==> config.mk <==
export PLATFORM = sky130hd
export DESIGN_NAME = plc_cell
export DESIGN_NICKNAME = d
export VERILOG_FILES = /design/src/rtl/plc_pkg.sv /design/src/rtl/plc_cell.sv
export SDC_FILE = /design/constraint.sdc
export NUM_CORES = 1
export LEC_CHECK = 0
export BUFFER_PORTS_ARGS = -buffer_cell sky130_fd_sc_hd__clkbuf_2
export CAP_MARGIN = 0
export CORE_MARGIN = 2
export CORE_UTILIZATION = 40
export CTS_CLUSTER_DIAMETER = 120
export DETAILED_ROUTE_END_ITERATION = 8
export MAX_ROUTING_LAYER = met4
export PLACE_DENSITY = 0.84
export SYNTH_ARGS = -nofsm -noshare
export SYNTH_HDL_FRONTEND = slang
export SYNTH_SLANG_ARGS = --single-unit
==> constraint.sdc <==
create_clock -name clk -period 3.95 [get_ports clk]
set_input_delay 0.395 -clock clk [delete_from_list [all_inputs] [get_ports clk]]
set_output_delay 0.395 -clock clk [all_outputs]
set_load 0.005 [all_outputs]
==> src/rtl/plc_pkg.sv <==
// pinned lru object cache: shared types and codes
// no dependencies
`timescale 1ns / 1ps
package plc_pkg;
    localparam int KEY_BITS   = 32;
    localparam int COUNT_BITS = 8;

    localparam logic [2:0] MODE_PUT    = 3'd0;
    localparam logic [2:0] MODE_GET    = 3'd1;
    localparam logic [2:0] MODE_REL    = 3'd2;
    localparam logic [2:0] MODE_REMOVE = 3'd3;
    localparam logic [2:0] MODE_FLUSH  = 3'd4;

    localparam logic [2:0] ST_OK   = 3'd0;
    localparam logic [2:0] ST_MISS = 3'd1;
    localparam logic [2:0] ST_NUSE = 3'd2;
    localparam logic [2:0] ST_DUP  = 3'd3;
    localparam logic [2:0] ST_FULL = 3'd4;

    localparam logic KIND_ANS = 1'b0;
    localparam logic KIND_WB  = 1'b1;

    // per-cell command broadcast by the controller
    typedef struct packed {
        logic unlink;     // meant to drop target from recency list; no cell reads it
        logic push;       // age all cached entries by one
        logic age_dec;    // decrement cached ages above ref_age
        logic flush_drop; // invalidate every cached entry
    } plc_cmd_t;
endpackage

==> src/rtl/plc_cell.sv <==
// pinned lru object cache: one table slot with key, count, age and match
// depends on plc_pkg
`timescale 1ns / 1ps
module plc_cell #(
    parameter int KEY_BITS   = 32,
    parameter int COUNT_BITS = 8,
    parameter int AGE_BITS   = 5
) (
    input  logic                  clk,
    input  logic                  rst_n,
    input  logic [KEY_BITS-1:0]   look_key,
    input  logic                  sel,
    input  logic                  wr_valid,
    input  logic                  wr_key_en,
    input  logic [KEY_BITS-1:0]   wr_key,
    input  logic                  wr_cached,
    input  logic [COUNT_BITS-1:0] wr_count,
    input  logic                  wr_en,
    input  plc_pkg::plc_cmd_t     cmd,
    input  logic [AGE_BITS-1:0]   ref_age,
    output logic                  hit,
    output logic                  valid,
    output logic                  cached,
    output logic [KEY_BITS-1:0]   key,
    output logic [COUNT_BITS-1:0] count,
    output logic [AGE_BITS-1:0]   age
);
    import plc_pkg::*;

    logic                  valid_reg, cached_reg;
    logic [KEY_BITS-1:0]   key_reg;
    logic [COUNT_BITS-1:0] count_reg;
    logic [AGE_BITS-1:0]   age_reg;
    logic                  is_c;

    assign is_c = valid_reg && cached_reg;

    always_ff @(posedge clk or negedge rst_n)
    begin
        if (!rst_n)
        begin
            valid_reg  <= 1'b0;
            cached_reg <= 1'b0;
            count_reg  <= '0;
            age_reg    <= '0;
        end
        else
        begin
            if (cmd.flush_drop && is_c)
            begin
                valid_reg  <= 1'b0;
                cached_reg <= 1'b0;
                age_reg    <= '0;
                count_reg  <= '0;
            end
            else if (sel && wr_en)
            begin
                valid_reg  <= wr_valid;
                cached_reg <= wr_cached;
                count_reg  <= wr_count;
                age_reg    <= '0;
            end
            else if (is_c)
            begin
                if (cmd.push)
                    age_reg <= age_reg + 1'b1;
                else if (cmd.age_dec && age_reg > ref_age)
                    age_reg <= age_reg - 1'b1;
            end
        end
    end

    always_ff @(posedge clk)
    begin
        if (sel && wr_en && wr_key_en)
            key_reg <= wr_key;
    end

    assign hit    = valid_reg && (key_reg == look_key);
    assign valid  = valid_reg;
    assign cached = cached_reg;
    assign key    = key_reg;
    assign count  = count_reg;
    assign age    = age_reg;
endmodule

==> results.toml, run 1 <==
[outcome]
status = "finished clean"

[worst_setup_path]
end_kind = "output pin"
critPathTopFamily = "simple AND/OR/NAND/NOR gates"
cp.required_ps = 3560
cp_slowest_cell = "edfxtp_1"
cpMostUsedCell = "nand4_1"
r2r_cells = 6
path_buf_inv = 1
r2r-start = "age[4]"
start_kind = "flop"
r2r_slack_ps = 2040
slowest_delay_ps = 430
reg2reg_to = "age[1]"
critPathArrivalTime_ps = 2030
crit_path_max_fanout = 2
cp_num_cells = 6
crit_chain = "xnor2_1, nand4_1, nor4_1, nand4_1, nor4_2, clkbuf_2"
crit_type = "reg -> out"

[grt]
grt_pass1_vias = 1940
overflow = 0
busiest_layer = "met2"
met1_usage = 0.206
use_met3 = 0.0299
grt_pass1_wl_microns = 8720
antenna_found_initial = 0
grt_usage = 0.190
grt_max_degree = 33
grt_use_met2 = 0.349

[timing]
hold_violations = 0
min_period_ps = 2420
setup_viol = 0
finClkSkew_ps = 8.21
fmax_mhz = 413
min_period_over_period = 0.614
relSlewSlack = 0.707
rsz0062_at_grt = "no"
tightest_slew_ps = 439
layout_setup_ws_ps = 1530
tns_ps = 0
slew_violations = 0

[layout]
nets = 410
final_common_cell = "clkbuf_2"
final_cell_mix = "clkbuf_2 (134), edfxtp_1 (32), xnor2_1 (30), nand2_1 (24), dfrtp_1 (15)"
largest_reg_flops = 32
drive_above_1_share = 0.471
area_growth_pct = 38.3
nFillCells = 493
antenna_cells = 0

[synth]
synth.area.mux_share = 0.0204
syn_nets = 272
yosys.area_share.simple = 0.104
synth.distinct_cells = 28
synth_top_flop_cell = "edfxtp_1"
yosysSeqAreaShare = 0.606
synth_edf_count = 32
syn_inst = 175
synth-seq-cells = 47
synth_xor_area_frac = 0.139
synth_compound_gate_area_share = 0.0568
yosysWarningCount = 0
avgSynthCellArea_sq_um = 12.6
synth_adder_area_share = 0.0545
netlist_area_sq_um = 2200
synth_top_family_by_area = "XOR/XNOR gates"
async_flop_share = 0.319

[clock_network]
clk_pin_slew_worst_paths_ps = 90
hold_buffers = 0
cts.path.max_buffers = 2
cts_tree = "done"
root_buffer = "clkbuf_8"
htree_levels = 2
cts.repair.resized = 0
cts.sinks = 47
post_cts_buffers = 0
cts_buffers = 5
insertion_delay_ps = 300

[die]
io_pins = 136
core-area_sq_um = 5410
start_util = 0.408
dieHeight_microns = 78.2
rows = 27
die_area_sq_um = 6120
die_w_microns = 78.2

[placement]
dp_slack_ps = 1760
place_hpwl_microns = 4510
io_buffers = 134
gp_congestion = 0.818

[pwr]
p_clk_frac = 0.223
netSwitchingPower_uw = 387
vdd_drop_max_mv = 0.221
p_per_area_nw_per_um2 = 424
pwr-share-comb = 0.275
intPower_uw = 905
swShare = 0.300
leakagePower_uw = 0.00143
sequentialPowerShare = 0.502

[worst_hold_path]
hold_class = "in -> async"

[drt]
drt-initial-drc-count = 95
ant_nets = 0
route.detailed.drc = 0
drt-pass1-iter-count = 4
avgRoutedWirePerCell_microns = 14.4
num_vias = 1840
wl_microns = 5540
via_per_inst = 4.77

[flow_run]
drv_cap = 0
cell usage after synthesis, drive strengths merged, types with 2 or more instances:
| library cell | number | area share |
|---|---|---|
| nand4 | 7 | 0.020 |
| a21oi | 13 | 0.030 |
| nor2 | 6 | 0.011 |
| nand2 | 24 | 0.041 |
| dfrtp | 15 | 0.17 |
| ha | 8 | 0.045 |
| nor4 | 3 | 0.011 |
| a21o | 2 | 0.0068 |
| xnor2 | 30 | 0.12 |
| and3 | 2 | 0.0057 |
| xor2 | 5 | 0.020 |
| clkbuf | 4 | 0.0068 |
| edfxtp | 32 | 0.44 |
| mux2 | 4 | 0.020 |
| inv | 7 | 0.012 |
| nand3 | 3 | 0.0068 |
per-stage QoR:
step,utilization,std cells,hold WS (ps),total power (uW),area [sq um]
CTS,0.564,386,18.3,1300,3050
global route,0.564,386,19.8,1380,3050
finish,0.564,386,6.44,1290,3050
detailed placement,0.547,378,341,1010,2960
floorplan,-,175,99.4,854,2200
global placement,0.547,378,331,986,2960
worst max-delay path by stage:
| stage | startpoint | end | slack, ps |
|---|---|---|---|
| final | key[6] | hit | 1530 |
| after global routing | key[6] | hit | 1330 |
| after CTS | key[6] | hit | 1500 |
| after detailed placement | look_key[6] | hit | 1760 |
| after global placement | look_key[20] | hit | 1840 |
| after floorplan | cmd[2] | age[4] | 2210 |
final cells by class:
cell class	instances	area [sq um]	area share
clock buffer	6	72.6	0.0238
timing repair buffer	135	678	0.222
inverter	7	26.3	0.00862
clock inverter	2	17.5	0.00575
multi-input combinational	117	827	0.271
tap	72	90.1	0.0296
sequential	47	1340	0.438
power groups by stage:
stage	sequential, uW	clock (uW)	combinational [uW]
finish	648	289	355
global route	656	318	405
CTS	647	297	358
detailed placement	658	0	357
global placement	655	0	331
floorplan	647	0	207
logic make-up after synthesis:
kind of cell | after synthesis
AOI/OAI and AO/OA | 21
xor gates and xnor gates | 35
adders and majority gates | 9
buffers and inverters | 11
DFF | 47
muxes | 4
and+or+nand+nor | 48
worst reg2reg max path, stage by stage, from the launching register on:
cell and delay (ps):
dfrtp_1 430, ha_1 330, nand3_1 90, o2111ai_1 210, a31oi_1 100, nor2_2 270, mux2_2 370
routing by layer:
metal  wire length, microns  vias to the layer above
li1                       -                      890
met1                   2160                      861
met2                   3000                       77
met3                    275                       12
met4                    108                        0
met5                      0                        -
No activity file was read; power rests on OpenSTA's default activity.
==> run 2: changes to the inputs <==
--- a/config.mk
+++ b/config.mk
@@ -5,6 +5,7 @@
 export SDC_FILE = /design/constraint.sdc
 export NUM_CORES = 1
 export LEC_CHECK = 0
+export ABC_AREA = 1
 export BUFFER_PORTS_ARGS = -buffer_cell sky130_fd_sc_hd__clkbuf_2
 export CAP_MARGIN = 0
 export CORE_MARGIN = 2
@@ -12,7 +13,7 @@
 export CTS_CLUSTER_DIAMETER = 120
 export DETAILED_ROUTE_END_ITERATION = 8
 export MAX_ROUTING_LAYER = met4
-export PLACE_DENSITY = 0.84
+export PLACE_DENSITY = 0.82
 export SYNTH_ARGS = -nofsm -noshare
 export SYNTH_HDL_FRONTEND = slang
 export SYNTH_SLANG_ARGS = --single-unit
==> constraint.sdc (replaced) <==
create_clock -name clk -period 2.3 [get_ports clk]
set_input_delay 0.23 -clock clk [delete_from_list [all_inputs] [get_ports clk]]
set_output_delay 0.23 -clock clk [all_outputs]
set_load 0.005 [all_outputs]
==> run 2 against run 1 <==
  * Global-route usage down 2.1 points
  * Power up 91%
  * Sequential power up 74%
==> results.toml, run 2 <==
[worst_setup_path]
crit_chain = "nand2_1, o21ai_0, nor2_1, nand2_1, nor2_1, nand3_1, nor2_1, clkbuf_2"
end_kind = "output pin"
crit_path_max_fanout = 3
cp.required_ps = 2070
critPathArrivalTime_ps = 1450
critPathTopFamily = "simple AND/OR/NAND/NOR gates"
path_buf_inv = 1
crit_type = "reg -> out"
start_kind = "flop"
slowest_delay_ps = 410
cp_slowest_cell = "edfxtp_1"
cpMostUsedCell = "nor2_1"

[clock_network]
clk_pin_slew_worst_paths_ps = 90
cts_tree = "done"
htree_levels = 2
cts_buffers = 5
post_cts_buffers = 0
root_buffer = "clkbuf_8"
cts.path.max_buffers = 2
insertion_delay_ps = 290
cts.sinks = 47

[drt]
route.detailed.drc = 0
wl_microns = 5770
num_vias = 2225
drt-pass1-iter-count = 6
ant_nets = 0
drt-initial-drc-count = 39
avgRoutedWirePerCell_microns = 11.8
via_per_inst = 4.54

[layout]
fin_util = 0.564
antenna_cells = 0
nets = 511
final_cell_mix = "clkbuf_2 (134), nand2_1 (58), nor2_1 (45), inv_1 (39), edfxtp_1 (32)"
final_common_cell = "clkbuf_2"
area_growth_pct = 36.2
final_area_sq_um = 3340
drive_above_1_share = 0.386
largest_reg_flops = 32

[synth]
synth_top_cell_by_area = "edfxtp_1"
yosysWarningCount = 0
synth_most_common_cell = "nand2_1"
synth-seq-cells = 47
synth_edf_count = 32
async_flop_share = 0.319
syn_inst = 273
netlist_top_cells_count = "nand2_1 (58), nor2_1 (46), inv_1 (39), edfxtp_1 (32), dfrtp_1 (15)"
yosysTopAreaCellShare = 0.392
syn_nets = 370
yosysSeqAreaShare = 0.545
synth.distinct_cells = 24
avgSynthCellArea_sq_um = 8.98
netlist_area_sq_um = 2450
synth_top_flop_cell = "edfxtp_1"
synth_area_leaders = "edfxtp_1 (39%), dfrtp_1 (15%), nand2_1 (8.9%), nor2_1 (7.0%), inv_1 (6.0%)"

[grt]
grt_max_degree = 33
grt_pass1_vias = 2035
antenna_found_initial = 0
grt_pass1_wl_microns = 8490
grt_usage = 0.169
overflow = 0

[placement]
gp_congestion = 0.894
place_hpwl_microns = 4750
io_buffers = 134
placed_area_sq_um = 3220

[outcome]
status = "finished clean"

[die]
die_area_sq_um = 6770
rows = 28
start_util = 0.414
io_pins = 136
dieHeight_microns = 82.3
core-area_sq_um = 5920
die_w_microns = 82.3

[timing]
setup_viol = 0
tns_ps = 0
rsz0062_at_grt = "no"
min_period_ps = 1680
fmax_mhz = 594
finClkSkew_ps = 1.70
whs_ps = 96.9
tightest_slew_ps = 398
hold_violations = 0
relSlewSlack = 0.735
min_period_over_period = 0.732
slew_violations = 0

[worst_hold_path]
hold_class = "in -> reg"

[pwr]
leakagePower_uw = 0.00178
p_per_area_nw_per_um2 = 741
vdd_drop_max_mv = 0.442

[flow_run]
drv_cap = 0
-- run 2: per-layer routing --
| layer | part of all wire | global-route usage |
|---|---|---|
| met1 | 0.37 | 0.166 |
| met2 | 0.53 | 0.322 |
| met3 | 0.089 | 0.0500 |
| met4 | 0.0090 | 0.0400 |
| met5 | 0 | - |
-- run 2: timing repair --
item | 4_1_cts | 5_1_grt
hold buffers | 1 | 0
hold endpoints to repair | 15 | 0
resized for setup | 0 | 0
-- run 2: per-stage QoR --
stage / instances / setup WS [ps] / total power, uW
finish: 490 / 616 / 2470
detailed placement: 481 / 775 / 1900
CTS: 490 / 563 / 2510
floorplan: 273 / 69.3 / 1600
global placement: 481 / 822 / 1860
global route: 490 / 380 / 2660
-- run 2: cell type report --
cell class,instances,area (sq um)
fill,563,2580
sequential,47,1340
tap,75,93.8
multi-input combinational,182,951
clock inverter,3,43.8
clock buffer,5,68.8
timing repair buffer,136,688
inverter,42,158
-- run 2: kinds of logic (layout without fill, tap and decap cells) --
group	Yosys count	count (layout)	synth area share
and+or+nand+nor	133	133	0.237
DFF	47	47	0.545
buffers and inverters	44	186	0.0684
AOI/OAI and AO/OA	29	29	0.0612
xor gates and xnor gates	11	11	0.0393
adders and majority gates	9	9	0.0490
-- run 2: power breakdown --
part           total [uW]  internal [uW]  switching, uW  leakage [uW]
combinational         742            349            393       0.00124
sequential           1130           1020            111      0.000474
clock                 602            324            278     0.0000581
-- run 2: worst reg2reg max path, stage by stage (launching register included) --
cell      delay, ps
dfrtp_1         430
ha_1            320
nand2_2         110
nor2_4           50
a21boi_1        150
nand2_2          90
nand2_4         100
nand2_4          70
nand2_1          60
nand2_1          60
-- run 2: path summary, 6_finish.rpt --
check,start,end,slack (ps),cells after the start
hold reg to reg,count[0],count[0],540,2
setup reg to reg,age[4],age[0],770,9
setup / recovery,key[4],hit,620,8
hold / removal,wr_key[3],key[3],100,1
max in group asynchronous,rst_n,age[2],1650,2
min in group asynchronous,rst_n,age[4],380,2
==> run 3: changes to the inputs <==
==> constraint.sdc (replaced) <==
create_clock -name clk -period 1.6 [get_ports clk]
set_input_delay 0.16 -clock clk [delete_from_list [all_inputs] [get_ports clk]]
set_output_delay 0.16 -clock clk [all_outputs]
set_load 0.005 [all_outputs]
==> run 3 against run 2 <==
  * The run now ends with setup timing left
  * Clock skew grew 3.5 ps
  * Critical path type unchanged
  * Final area increased by 1.8%
  * Critical path depth did not move
  * Critical endpoint unchanged
  * Global-route usage up 1.4 points
  * Routed wire length rose by 6.9%
  * First-iteration DRC count decreased by 5.1%
  * Via count increased by 1.9%
  * Sequential cell count unchanged
==> results.toml, run 3 (same netlist as run 2, synthesis figures left out) <==
[pwr]
p_per_area_nw_per_um2 = 1050
netSwitchingPower_uw = 1200
p_clk_frac = 0.214
vdd_drop_max_mv = 0.648
swShare = 0.336
p_total_uw = 3560
intPower_uw = 2370
leakagePower_uw = 0.00180
sequentialPowerShare = 0.449
pwr-share-comb = 0.337

[worst_setup_path]
slowest_delay_ps = 410
cpMostUsedCell = "nor2_1"
crit_type = "reg -> out"
end_kind = "output pin"
crit_chain = "inv_1, o21ai_0, nor2_1, nand2_1, nor2_1, nand3_1, nor2_1, buf_2"
critPathTopFamily = "simple AND/OR/NAND/NOR gates"
cp.required_ps = 1440
critPathArrivalTime_ps = 1470
start_kind = "flop"
path_buf_inv = 2
cp_slowest_cell = "edfxtp_1"
crit_path_max_fanout = 2

[grt]
overflow = 0
grt_max_degree = 33
grt_pass1_vias = 2175
antenna_found_initial = 0
grt_pass1_wl_microns = 9180
grt_usage = 0.183

[worst_hold_path]
hold_class = "in -> reg"

[outcome]
status = "finished with violations"
violations = "setup timing"

[clock_network]
clk_pin_slew_worst_paths_ps = 100
root_buffer = "clkbuf_8"
cts_buffers = 5
cts.path.max_buffers = 2
insertion_delay_ps = 300
htree_levels = 2
cts.sinks = 47
cts_tree = "done"

[timing]
layout_setup_ws_ps = -32.2
fmax_mhz = 613
finClkSkew_ps = 5.20
relSlewSlack = 0.745
min_period_over_period = 1.02
tightest_slew_ps = 383
min_period_ps = 1630
rsz0062_at_grt = "yes"
setup_viol = 1
hold_violations = 0
slew_violations = 0

[drt]
wl_microns = 6160
ant_nets = 0
avgRoutedWirePerCell_microns = 12.4
route.detailed.drc = 0
via_per_inst = 4.56
drt-pass1-iter-count = 4
num_vias = 2267
drt-initial-drc-count = 37

[layout]
final_common_cell = "clkbuf_2"
area_growth_pct = 38.7
final_cell_mix = "clkbuf_2 (133), nand2_1 (58), nor2_1 (44), inv_1 (39), edfxtp_1 (32)"
final_area_sq_um = 3400
drive_above_1_share = 0.403
largest_reg_flops = 32
nets = 518
antenna_cells = 0

[placement]
gp_congestion = 0.848
place_hpwl_microns = 5020
placed_area_sq_um = 3250
io_buffers = 134

[die]
io_pins = 136
core-area_sq_um = 5920
die_w_microns = 82.3
rows = 28
start_util = 0.414
dieHeight_microns = 82.3
die_area_sq_um = 6770

[flow_run]
drv_cap = 0
[run 3: area by class of cell]
type / count / area, sq um
fillers: 550 / 2520
multi-input cells: 182 / 962
flip-flops and latches: 47 / 1340
clock buffers: 5 / 68.8
repair buffers: 143 / 753
well taps: 75 / 93.8
inverters: 42 / 158
clock inverters: 3 / 27.5
[run 3: repair_timing]
action / in CTS / in global routing
setup buffers: 2 / 3
endpoints found under the setup margin: 1 / 6
pin swaps: 0 / 9
endpoints found under the hold margin: 15 / 0
gates resized for setup: 1 / 6
hold buffers: 1 / 0
[run 3: path summary, 6_finish.rpt]
check,from,end,slack (ps),depth (start not counted)
worst max-delay path,key[20],hit,-30,8
worst min-delay path,wr_key[25],key[25],30,1
worst max register to register,age[2],age[3],140,10
worst min register to register,count[0],count[0],550,2
max in group asynchronous,rst_n,age[1],970,2
min in group asynchronous,rst_n,count[5],330,2
[run 3: per-stage QoR]
stage / worst slack, ps / std cells / setup TNS (ps) / util / hold WS (ps)
2_1_floorplan: 197 / 273 / 0 / - / -136
3_3_place_gp: 160 / 483 / 0 / 0.549 / 90.3
3_5_place_dp: 102 / 483 / 0 / 0.549 / 92.4
4_1_cts: -40.6 / 494 / -40.6 / 0.570 / 18.4
5_1_grt: -231 / 497 / -231 / 0.574 / 7.78
6_report: -32.2 / 497 / -32.2 / 0.574 / 25.3
[run 3: power by group through the flow]
stage | registers (uW) | clock network (uW) | logic, uW
3_3_place_gp | 1630 | 0 | 1100
2_1_floorplan | 1640 | 0 | 665
4_1_cts | 1610 | 788 | 1160
5_1_grt | 1620 | 841 | 1380
6_report | 1600 | 763 | 1200
3_5_place_dp | 1640 | 0 | 1130
[run 3: layer usage]
metal,GRT usage,wire length (microns),vias up
met2,0.348,3160,99
li1,-,-,1167
met5,-,0,-
met4,0.0567,60,0
met3,0.0435,632,6
met1,0.182,2310,995
